[src/sv/assert_macros.svh]
// assertion helpers shared by the rtl files
`ifndef ASSERT_MACROS_SVH
`define ASSERT_MACROS_SVH

// clocked check, muted while reset is held
`define CHK_CLK(label, prop, msg) \
  label: assert property (@(posedge clk) disable iff (!rst_n) (prop)) else $error(msg);

// implication check, muted while reset is held
`define CHK_IMPL(label, pre, post, msg) \
  label: assert property (@(posedge clk) disable iff (!rst_n) (pre) |-> (post)) else $error(msg);

`endif

[src/sv/itar_pkg.sv]
// ----------------------------------------------------------------------------
// itar_pkg
// Types, constants and helpers for the integer to radix ascii converter.
// ----------------------------------------------------------------------------
package itar_pkg;

  localparam int VALUE_BITS   = 32;
  localparam int RADIX_BITS   = 6;
  localparam int CHAR_BITS    = 7;
  localparam int DIGIT_BITS   = 5;
  localparam int MAX_DIGITS   = VALUE_BITS;
  localparam int DIG_IDX_BITS = $clog2(MAX_DIGITS);
  localparam int DIG_CNT_BITS = $clog2(MAX_DIGITS + 1);
  localparam int BIT_CNT_BITS = $clog2(VALUE_BITS);
  localparam int QUEUE_DEPTH  = 2;
  localparam int QPTR_BITS    = $clog2(QUEUE_DEPTH);
  localparam int QCNT_BITS    = $clog2(QUEUE_DEPTH + 1);

  localparam logic [RADIX_BITS-1:0]   RADIX_MIN  = RADIX_BITS'(2);
  localparam logic [RADIX_BITS-1:0]   RADIX_MAX  = RADIX_BITS'(32);
  localparam logic [RADIX_BITS-1:0]   RADIX_DEC  = RADIX_BITS'(10);
  localparam logic [CHAR_BITS-1:0]    CHAR_ZERO  = CHAR_BITS'(48);
  localparam logic [CHAR_BITS-1:0]    CHAR_ALPHA = CHAR_BITS'(65);
  localparam logic [CHAR_BITS-1:0]    CHAR_DASH  = CHAR_BITS'(45);
  localparam logic [CHAR_BITS-1:0]    CHAR_NONE  = '0;
  localparam logic [DIGIT_BITS-1:0]   DIGIT_TEN  = DIGIT_BITS'(10);
  localparam logic [BIT_CNT_BITS-1:0] BIT_LAST   = BIT_CNT_BITS'(VALUE_BITS - 1);

  typedef struct packed {
    logic signed [VALUE_BITS-1:0] value;
    logic [RADIX_BITS-1:0]        radix;
  } in_item_t;

  typedef struct packed {
    logic [CHAR_BITS-1:0] digit_char;
    logic                 last;
    logic                 bad_radix;
  } out_item_t;

  // classified conversion waiting in the queue
  typedef struct packed {
    logic [VALUE_BITS-1:0] mag;
    logic [RADIX_BITS-1:0] radix;
    logic                  dash;
    logic                  bad;
  } job_t;

  typedef struct packed {
    logic full;
    logic empty;
  } q_stat_t;

  function automatic logic [CHAR_BITS-1:0] digit_ascii(input logic [DIGIT_BITS-1:0] d);
    logic [CHAR_BITS-1:0] ch;
    if (d >= DIGIT_TEN) begin
      ch = CHAR_ALPHA + CHAR_BITS'(d - DIGIT_TEN);
    end else begin
      ch = CHAR_ZERO + CHAR_BITS'(d);
    end
    return ch;
  endfunction

endpackage

[src/sv/itar_front.sv]
// ----------------------------------------------------------------------------
// itar_front
// Accepts input items, checks the radix, takes the magnitude and queues a job.
// ----------------------------------------------------------------------------
module itar_front (
  input  logic               in_valid,
  output logic               in_ready,
  input  itar_pkg::in_item_t in_item,
  input  itar_pkg::q_stat_t  q_stat,
  output logic               push,
  output itar_pkg::job_t     job
);
  import itar_pkg::*;

  logic                  neg;
  logic [VALUE_BITS-1:0] raw;

  assign raw      = in_item.value;
  assign neg      = raw[VALUE_BITS-1];
  assign in_ready = !q_stat.full;
  assign push     = in_valid && !q_stat.full;

  always_comb begin
    // most negative value wraps to 2^(n-1) as an unsigned magnitude
    job.mag   = neg ? (~raw + VALUE_BITS'(1)) : raw;
    job.radix = in_item.radix;
    job.dash  = neg && (in_item.radix == RADIX_DEC);
    job.bad   = (in_item.radix < RADIX_MIN) || (in_item.radix > RADIX_MAX);
  end

endmodule

[src/sv/itar_fifo.sv]
// ----------------------------------------------------------------------------
// itar_fifo
// Short job queue between the front and back parts.
// ----------------------------------------------------------------------------
`include "assert_macros.svh"

module itar_fifo (
  input  logic              clk,
  input  logic              rst_n,
  input  logic              push,
  input  itar_pkg::job_t    push_job,
  input  logic              pop,
  output itar_pkg::job_t    pop_job,
  output itar_pkg::q_stat_t q_stat
);
  import itar_pkg::*;

  job_t                 slot_r [QUEUE_DEPTH];
  logic [QPTR_BITS-1:0] wr_ptr_r;
  logic [QPTR_BITS-1:0] rd_ptr_r;
  logic [QCNT_BITS-1:0] cnt_r;

  assign q_stat.full  = (cnt_r == QCNT_BITS'(QUEUE_DEPTH));
  assign q_stat.empty = (cnt_r == '0);
  assign pop_job      = slot_r[rd_ptr_r];

  always_ff @(posedge clk) begin
    if (push) begin
      slot_r[wr_ptr_r] <= push_job;
    end
  end

  always_ff @(posedge clk) begin
    if (!rst_n) begin
      wr_ptr_r <= '0;
      rd_ptr_r <= '0;
      cnt_r    <= '0;
    end else begin
      if (push) begin
        wr_ptr_r <= (wr_ptr_r == QPTR_BITS'(QUEUE_DEPTH - 1)) ? '0 : wr_ptr_r + 1'b1;
      end
      if (pop) begin
        rd_ptr_r <= (rd_ptr_r == QPTR_BITS'(QUEUE_DEPTH - 1)) ? '0 : rd_ptr_r + 1'b1;
      end
      cnt_r <= cnt_r + QCNT_BITS'(push) - QCNT_BITS'(pop);
    end
  end

  `CHK_IMPL(a_no_pop_empty, pop, !q_stat.empty, "itar_fifo: pop from empty queue")
  `CHK_IMPL(a_no_push_full, push, !q_stat.full, "itar_fifo: push into full queue")

endmodule

[src/sv/itar_back.sv]
// ----------------------------------------------------------------------------
// itar_back
// Divides the magnitude by the radix one bit a cycle, stacks the digits and
// sends them out most significant first.
// ----------------------------------------------------------------------------
`include "assert_macros.svh"

module itar_back (
  input  logic                clk,
  input  logic                rst_n,
  input  itar_pkg::q_stat_t   q_stat,
  input  itar_pkg::job_t      pop_job,
  output logic                pop,
  output logic                out_valid,
  input  logic                out_ready,
  output itar_pkg::out_item_t out_item
);
  import itar_pkg::*;

  typedef enum logic [2:0] {S_IDLE, S_DIV, S_SIGN, S_EMIT, S_ERR} state_t;

  state_t                  state_r;
  logic [VALUE_BITS-1:0]   quo_r;
  logic [DIGIT_BITS-1:0]   rem_r;
  logic [RADIX_BITS-1:0]   radix_r;
  logic                    dash_r;
  logic [BIT_CNT_BITS-1:0] bit_cnt_r;
  logic [DIG_CNT_BITS-1:0] wr_cnt_r;
  logic [DIG_IDX_BITS-1:0] rd_idx_r;
  logic [DIGIT_BITS-1:0]   digit_mem [MAX_DIGITS];
  logic                    out_valid_r;
  out_item_t               out_item_r;

  logic [RADIX_BITS-1:0]   trial;
  logic                    ge;
  logic [RADIX_BITS-1:0]   rem_nxt;
  logic [VALUE_BITS-1:0]   quo_nxt;
  logic                    digit_done;
  logic                    out_free;
  logic                    emit;

  assign trial      = {rem_r, quo_r[VALUE_BITS-1]};
  assign ge         = (trial >= radix_r);
  assign rem_nxt    = ge ? (trial - radix_r) : trial;
  assign quo_nxt    = {quo_r[VALUE_BITS-2:0], ge};
  assign digit_done = (state_r == S_DIV) && (bit_cnt_r == BIT_LAST);
  assign out_free   = !out_valid_r || out_ready;
  // output register loads a new item this cycle
  assign emit       = out_free &&
                      ((state_r == S_SIGN) || (state_r == S_EMIT) || (state_r == S_ERR));
  assign pop        = (state_r == S_IDLE) && !q_stat.empty;
  assign out_valid  = out_valid_r;
  assign out_item   = out_item_r;

  // digit stack, least significant digit at the bottom
  always_ff @(posedge clk) begin
    if (digit_done) begin
      digit_mem[wr_cnt_r[DIG_IDX_BITS-1:0]] <= rem_nxt[DIGIT_BITS-1:0];
    end
  end

  always_ff @(posedge clk) begin
    if (!rst_n) begin
      state_r     <= S_IDLE;
      out_valid_r <= 1'b0;
    end else begin
      if (emit) begin
        out_valid_r <= 1'b1;
      end else if (out_ready) begin
        out_valid_r <= 1'b0;
      end
      unique case (state_r)
        S_IDLE: begin
          if (!q_stat.empty) begin
            quo_r     <= pop_job.mag;
            rem_r     <= '0;
            radix_r   <= pop_job.radix;
            dash_r    <= pop_job.dash;
            bit_cnt_r <= '0;
            wr_cnt_r  <= '0;
            state_r   <= pop_job.bad ? S_ERR : S_DIV;
          end
        end
        S_DIV: begin
          quo_r     <= quo_nxt;
          rem_r     <= digit_done ? '0 : rem_nxt[DIGIT_BITS-1:0];
          bit_cnt_r <= bit_cnt_r + 1'b1;
          if (digit_done) begin
            wr_cnt_r <= wr_cnt_r + 1'b1;
            rd_idx_r <= wr_cnt_r[DIG_IDX_BITS-1:0];
            if (quo_nxt == '0) begin
              state_r <= dash_r ? S_SIGN : S_EMIT;
            end
          end
        end
        S_SIGN: begin
          if (out_free) begin
            out_item_r.digit_char <= CHAR_DASH;
            out_item_r.last       <= 1'b0;
            out_item_r.bad_radix  <= 1'b0;
            state_r               <= S_EMIT;
          end
        end
        S_EMIT: begin
          if (out_free) begin
            out_item_r.digit_char <= digit_ascii(digit_mem[rd_idx_r]);
            out_item_r.last       <= (rd_idx_r == '0);
            out_item_r.bad_radix  <= 1'b0;
            rd_idx_r              <= rd_idx_r - 1'b1;
            if (rd_idx_r == '0) begin
              state_r <= S_IDLE;
            end
          end
        end
        S_ERR: begin
          if (out_free) begin
            out_item_r.digit_char <= CHAR_NONE;
            out_item_r.last       <= 1'b1;
            out_item_r.bad_radix  <= 1'b1;
            state_r               <= S_IDLE;
          end
        end
        default: begin
          state_r <= S_IDLE;
        end
      endcase
    end
  end

  `CHK_IMPL(a_rem_below_radix, state_r == S_DIV, RADIX_BITS'(rem_r) < radix_r,
            "itar_back: partial remainder not below radix")
  `CHK_IMPL(a_stack_bound, state_r == S_DIV, wr_cnt_r < DIG_CNT_BITS'(MAX_DIGITS),
            "itar_back: digit stack overflow")
  `CHK_IMPL(a_err_is_last, out_valid_r && out_item_r.bad_radix,
            out_item_r.last && (out_item_r.digit_char == CHAR_NONE),
            "itar_back: error item must be a lone last item")

endmodule

[src/sv/int_to_radix_ascii_top.sv]
// ----------------------------------------------------------------------------
// int_to_radix_ascii_top
// Converts a signed integer to ascii digits in a radix from 2 to 32.
// ----------------------------------------------------------------------------
// usage:
//   in channel  : in_valid/in_ready with in_item (value, radix); one item is
//                 one conversion
//   out channel : out_valid/out_ready with out_item, one character per item,
//                 most significant digit first, last set on the final one;
//                 a leading '-' only for negative values in base 10
//   bad radix   : one out item with digit_char 0, last and bad_radix set
// flow:
//   the bit-serial divider makes a full pass over all 32 magnitude bits for
//   each digit, up to 32 digits for a base 2 result; a two-entry job queue
//   lets the input side take new items while the divider works; in_ready
//   drops only when the queue is full
// reset: rst_n low empties the queue and drops out_valid
// stall: out_ready held low freezes emission; the output register holds its
//   item and the divider waits, nothing is lost
// ----------------------------------------------------------------------------
module int_to_radix_ascii_top (
  input  logic                clk,
  input  logic                rst_n,
  input  logic                in_valid,
  output logic                in_ready,
  input  itar_pkg::in_item_t  in_item,
  output logic                out_valid,
  input  logic                out_ready,
  output itar_pkg::out_item_t out_item
);
  import itar_pkg::*;

  q_stat_t q_stat;
  job_t    push_job;
  job_t    pop_job;
  logic    push;
  logic    pop;

  itar_front u_front (
    .in_valid (in_valid),
    .in_ready (in_ready),
    .in_item  (in_item),
    .q_stat   (q_stat),
    .push     (push),
    .job      (push_job)
  );

  itar_fifo u_fifo (
    .clk      (clk),
    .rst_n    (rst_n),
    .push     (push),
    .push_job (push_job),
    .pop      (pop),
    .pop_job  (pop_job),
    .q_stat   (q_stat)
  );

  itar_back u_back (
    .clk       (clk),
    .rst_n     (rst_n),
    .q_stat    (q_stat),
    .pop_job   (pop_job),
    .pop       (pop),
    .out_valid (out_valid),
    .out_ready (out_ready),
    .out_item  (out_item)
  );

endmodule
[config.mk]
export PLATFORM = sky130hd
export DESIGN_NAME = int_to_radix_ascii_top
export DESIGN_NICKNAME = d
export VERILOG_FILES = /design/src/sv/itar_pkg.sv /design/src/sv/itar_front.sv /design/src/sv/itar_fifo.sv /design/src/sv/itar_back.sv /design/src/sv/int_to_radix_ascii_top.sv
export VERILOG_INCLUDE_DIRS = /design/src /design/src/sv
export SDC_FILE = /design/constraint.sdc
export NUM_CORES = 1
export LEC_CHECK = 0
export BUFFER_PORTS_ARGS = -buffer_cell sky130_fd_sc_hd__buf_2
export CORE_MARGIN = 8
export CORE_UTILIZATION = 58
export CTS_BUF_LIST = sky130_fd_sc_hd__clkbuf_2
export DETAILED_ROUTE_END_ITERATION = 10
export PLACE_DENSITY_LB_ADDON = 0.12
export SLEW_MARGIN = 15
export SYNTH_ARGS = -nofsm -noshare
export SYNTH_HDL_FRONTEND = slang
export SYNTH_SLANG_ARGS = --single-unit
[constraint.sdc]
create_clock -name clk -period 4.4 [get_ports clk]
set_clock_uncertainty 0.1 [all_clocks]
set_input_delay 0.44 -clock clk [delete_from_list [all_inputs] [get_ports clk]]
set_output_delay 0.44 -clock clk [all_outputs]
set_load 0.01 [all_outputs]
==> summary.txt <==
Floorplan
  • Ports: 53
  • Chip height: 171 um
  • Starting density of the core: 0.591
  • Placement Rows: 56
  • Die area: 29,200 um^2
  • Core area: 23,500 um^2
  • Die Wd: 171 um

Timing
  • Unrepaired setup endpoints after global routing: no
  • Hold Fails Final Rpt: 0
  • Slew @ Worst Pin: 1.00 ns
  • Final Max Tran Viols: 0
  • Achievable frequency: 263 MHz
  • Min Clock Period, post-route: 3.80 ns
  • Max-slew headroom: 0.333
  • Final hold slack: 0.0970 ns
  • Setup-failing EPs final: 0
  • Setup tns final: 0 ns
  • Fin crit share: 0.864
  • Setup ws final: 0.598 ns

CTS
  • Post-CTS setup buffer count: 0
  • Clk Latency, worst-skew pair: 0.82 ns
  • Clk root buf: clkbuf_2
  • Clock tree buffer depth: 3
  • H-tree Lvls: 3
  • Register clock-pin slew on the reported worst setup and hold paths: 0.09 ns
  • TritonCTS clock tree: yes
  • CTS Buf Count: 78
  • CTS Sinks: 322

Power
  • Pint: 0.00561 W
  • Power Dens Cells: 522 nW/um^2
  • Clk pwr share: 0.227
  • Switch share: 0.316
  • Sequential fraction of design power: 0.542
  • Worst VDD drop: 0.317 mV
  • Combinational share of power: 0.231
  • Total power draw: 0.00820 W
  • Leak: 5.46 nW
  • Switching pwr: 0.00259 W

Synthesis
  • Syn Nets: 962
  • Register area share after synthesis: 0.685
  • Number of synthesized flops with an enable pin: 308
  • Leading area contributor after synthesis: edfxtp_1
  • Mean Syn Cell Area: 15.5 um^2
  • Flops & latches, synth: 322
  • Ys Warns: 0
  • Post-Syn Area: 13,900 um^2
  • Mapped Cells: 899
  • Yosys top cell area share: 0.665
  • Synth unique cells: 57
  • Main synth FF type: edfxtp_1
  • Ys async rst share: 0
  • Synth top area cells: edfxtp_1, mux4_2, mux2i_1, mux4_1, xnor2_1

Route
  • ANT nets after route: 0
  • Routed WL per cell: 19.1 um
  • Final wirelength: 27,300 um
  • DRC Markers: 0
  • Via density: 5.64
  • DRT iter0 DRCs: 597
  • Initial DRT Pass Iterations: 5
  • Vias: 8,081

GRT
  • Grt met1 use: 0.235
  • Met2 Use GR: 0.327
  • Global-route usage over all layers: 0.191
  • Final global-route overflow total: 0
  • Met3 Use GR: 0.0413
  • First-pass GRT wire length: 43,100 um
  • Antenna violations before repair: 1
  • Vias in the first global route: 8,248
  • Largest net degree at the start of global routing: 65
  • GRT busiest layer: met2

Critical path
  • Worst path required time: 4.81 ns
  • Critical setup path kind: flip-flop to flip-flop
  • CP startpoint kind: flip-flop
  • Crit path DAT: 4.21 ns
  • Worst setup path end: u_back.out_item[4]
  • Reg2reg end: u_back.out_item[4]
  • Worst reg-to-reg setup slack: 0.60 ns
  • Max FO, Critical Path: 21
  • Reg2Reg Depth: 8
  • Worst Setup End Kind: flip-flop

Run status
  • Status: complete, no violations

Placement
  • Gpl congestion: 0.876
  • Inst Count DP: 1,243
  • HPWL after DPL: 17,400 um
  • Pre-CTS WS: 0.648 ns
  • IO Port Bufs: 52

Final layout
  • Cell Count, Final, Fillers Out: 1,432
  • Nets: 1,118
  • Most frequent cells in the layout: edfxtp_1, clkbuf_2, nand2_1
  • Synthesis-to-finish area growth: 12.9%
  • Ratio of cells with drive above 1 in the final layout: 0.216
  • Most common cell after layout, fill and taps aside: edfxtp_1

Job
  • Max_cap viols: 0

Worst hold path
  • Worst hold path class: primary input to flip-flop
power groups by stage:
stage / Combinational, W / Sequential, W / Clock [W]
2_1_floorplan: 0.00134 / 0.00442 / 0
3_3_place_gp: 0.00175 / 0.00449 / 0
3_5_place_dp: 0.00186 / 0.00451 / 0
4_1_cts: 0.00190 / 0.00445 / 0.00193
5_1_grt: 0.00210 / 0.00448 / 0.00208
6_report: 0.00190 / 0.00444 / 0.00186
cells in the mapped netlist, types with 7 or more instances:
| library cell | count |
|---|---|
| nand3_1 | 18 |
| inv_1 | 29 |
| mux4_1 | 14 |
| a21oi_1 | 9 |
| nor2b_1 | 7 |
| o31ai_1 | 9 |
| dfxtp_1 | 14 |
| and3_1 | 8 |
| or3_1 | 11 |
| nor2_1 | 54 |
| mux4_2 | 30 |
| buf_2 | 7 |
| o21ai_0 | 51 |
| mux2i_1 | 40 |
| nor4_1 | 13 |
| nor3_1 | 13 |
| clkbuf_1 | 27 |
| mux2_2 | 15 |
| ha_1 | 20 |
| nand2_1 | 77 |
| xnor2_1 | 38 |
| and2_1 | 9 |
| edfxtp_1 | 308 |
area by class of cell:
class / instances / area (um^2)
Fill cell: 1695 / 7840
Tap cell: 319 / 399
Sequential cell: 322 / 9530
Clock inverter: 26 / 128
Timing Repair Buffer: 115 / 871
Multi-Input combinational cell: 509 / 4100
Inverter: 29 / 109
Clock buffer: 111 / 556
Antenna cell: 1 / 2.50
sequential cells by signal, indices dropped and copies added (netlist names), named ones only:
signal,flops
u_back.out_valid,1
u_back.rem_r,5
u_back.state_r,3
u_back.wr_cnt_r,5
u_back.out_item,9
u_back.radix_r,6
u_back.digit_mem,160
u_fifo.rd_ptr_r,1
u_fifo.cnt_r,2
u_back.rd_idx_r,5
u_back.bit_cnt_r,5
u_back.dash_r,1
u_back.quo_r,32
u_fifo.wr_ptr_r,1
u_fifo.slot_r,80
through the flow:
stage,cell area (um^2),util
after global routing,15700,0.667
after floorplan,13900,-
after detailed placement,14500,0.616
final,15700,0.667
after global placement,14500,0.616
after CTS,15700,0.666
layer usage:
layer | wire [um] | up-vias | share of wire
li1 | - | 3827 | -
met1 | 11300 | 3918 | 0.41
met2 | 13900 | 294 | 0.51
met3 | 1540 | 42 | 0.056
met4 | 570 | 0 | 0.021
met5 | 0 | - | 0
cell families (layout without fill, tap and decap cells):
| logic type | after synthesis | after routing | synth area share |
|---|---|---|---|
| AO/OA/AOI/OAI | 104 | 104 | 0.0461 |
| XOR/XNOR | 44 | 44 | 0.0277 |
| adder cells (fa/ha/maj) | 22 | 22 | 0.0202 |
| buffers and inverters | 68 | 281 | 0.0207 |
| flip-flops | 322 | 322 | 0.685 |
| multiplexers | 100 | 100 | 0.117 |
| other | 0 | 1 | 0 |
| AND/OR/NAND/NOR | 239 | 239 | 0.0830 |
repair_timing:
item / CTS / global route
resized for setup: 0 / 0
endpoints found under the hold margin: 88 / 0
hold buffers: 50 / 0
how the worst min path moves through the flow:
stage,startpoint,endpoint,slack [ns],cells after the start
after detailed placement,u_fifo.slot_r[1][7],u_back.radix_r[5],0.43,1
after global routing,in_valid,u_fifo.slot_r[0][0],0.02,3
final,in_valid,u_fifo.slot_r[0][35],0.1,3
after CTS,in_item[37],u_fifo.slot_r[1][10],0.09,3
after global placement,u_fifo.slot_r[1][2],u_back.radix_r[0],0.44,1
after floorplan,u_back.rd_idx_r[1],flip-flop,0.40,1
critical path: stages, from the launching register on:
cell and delay [ns]:
dfxtp_2 0.74, mux4_1 0.66, mux4_2 0.48, mux2_2 0.34, ha_1 0.25, nor3_1 0.31, o21bai_1 0.21, a221oi_1 0.38
nor2_1 0.07
Note: power is estimated with default switching activity, not from simulation.
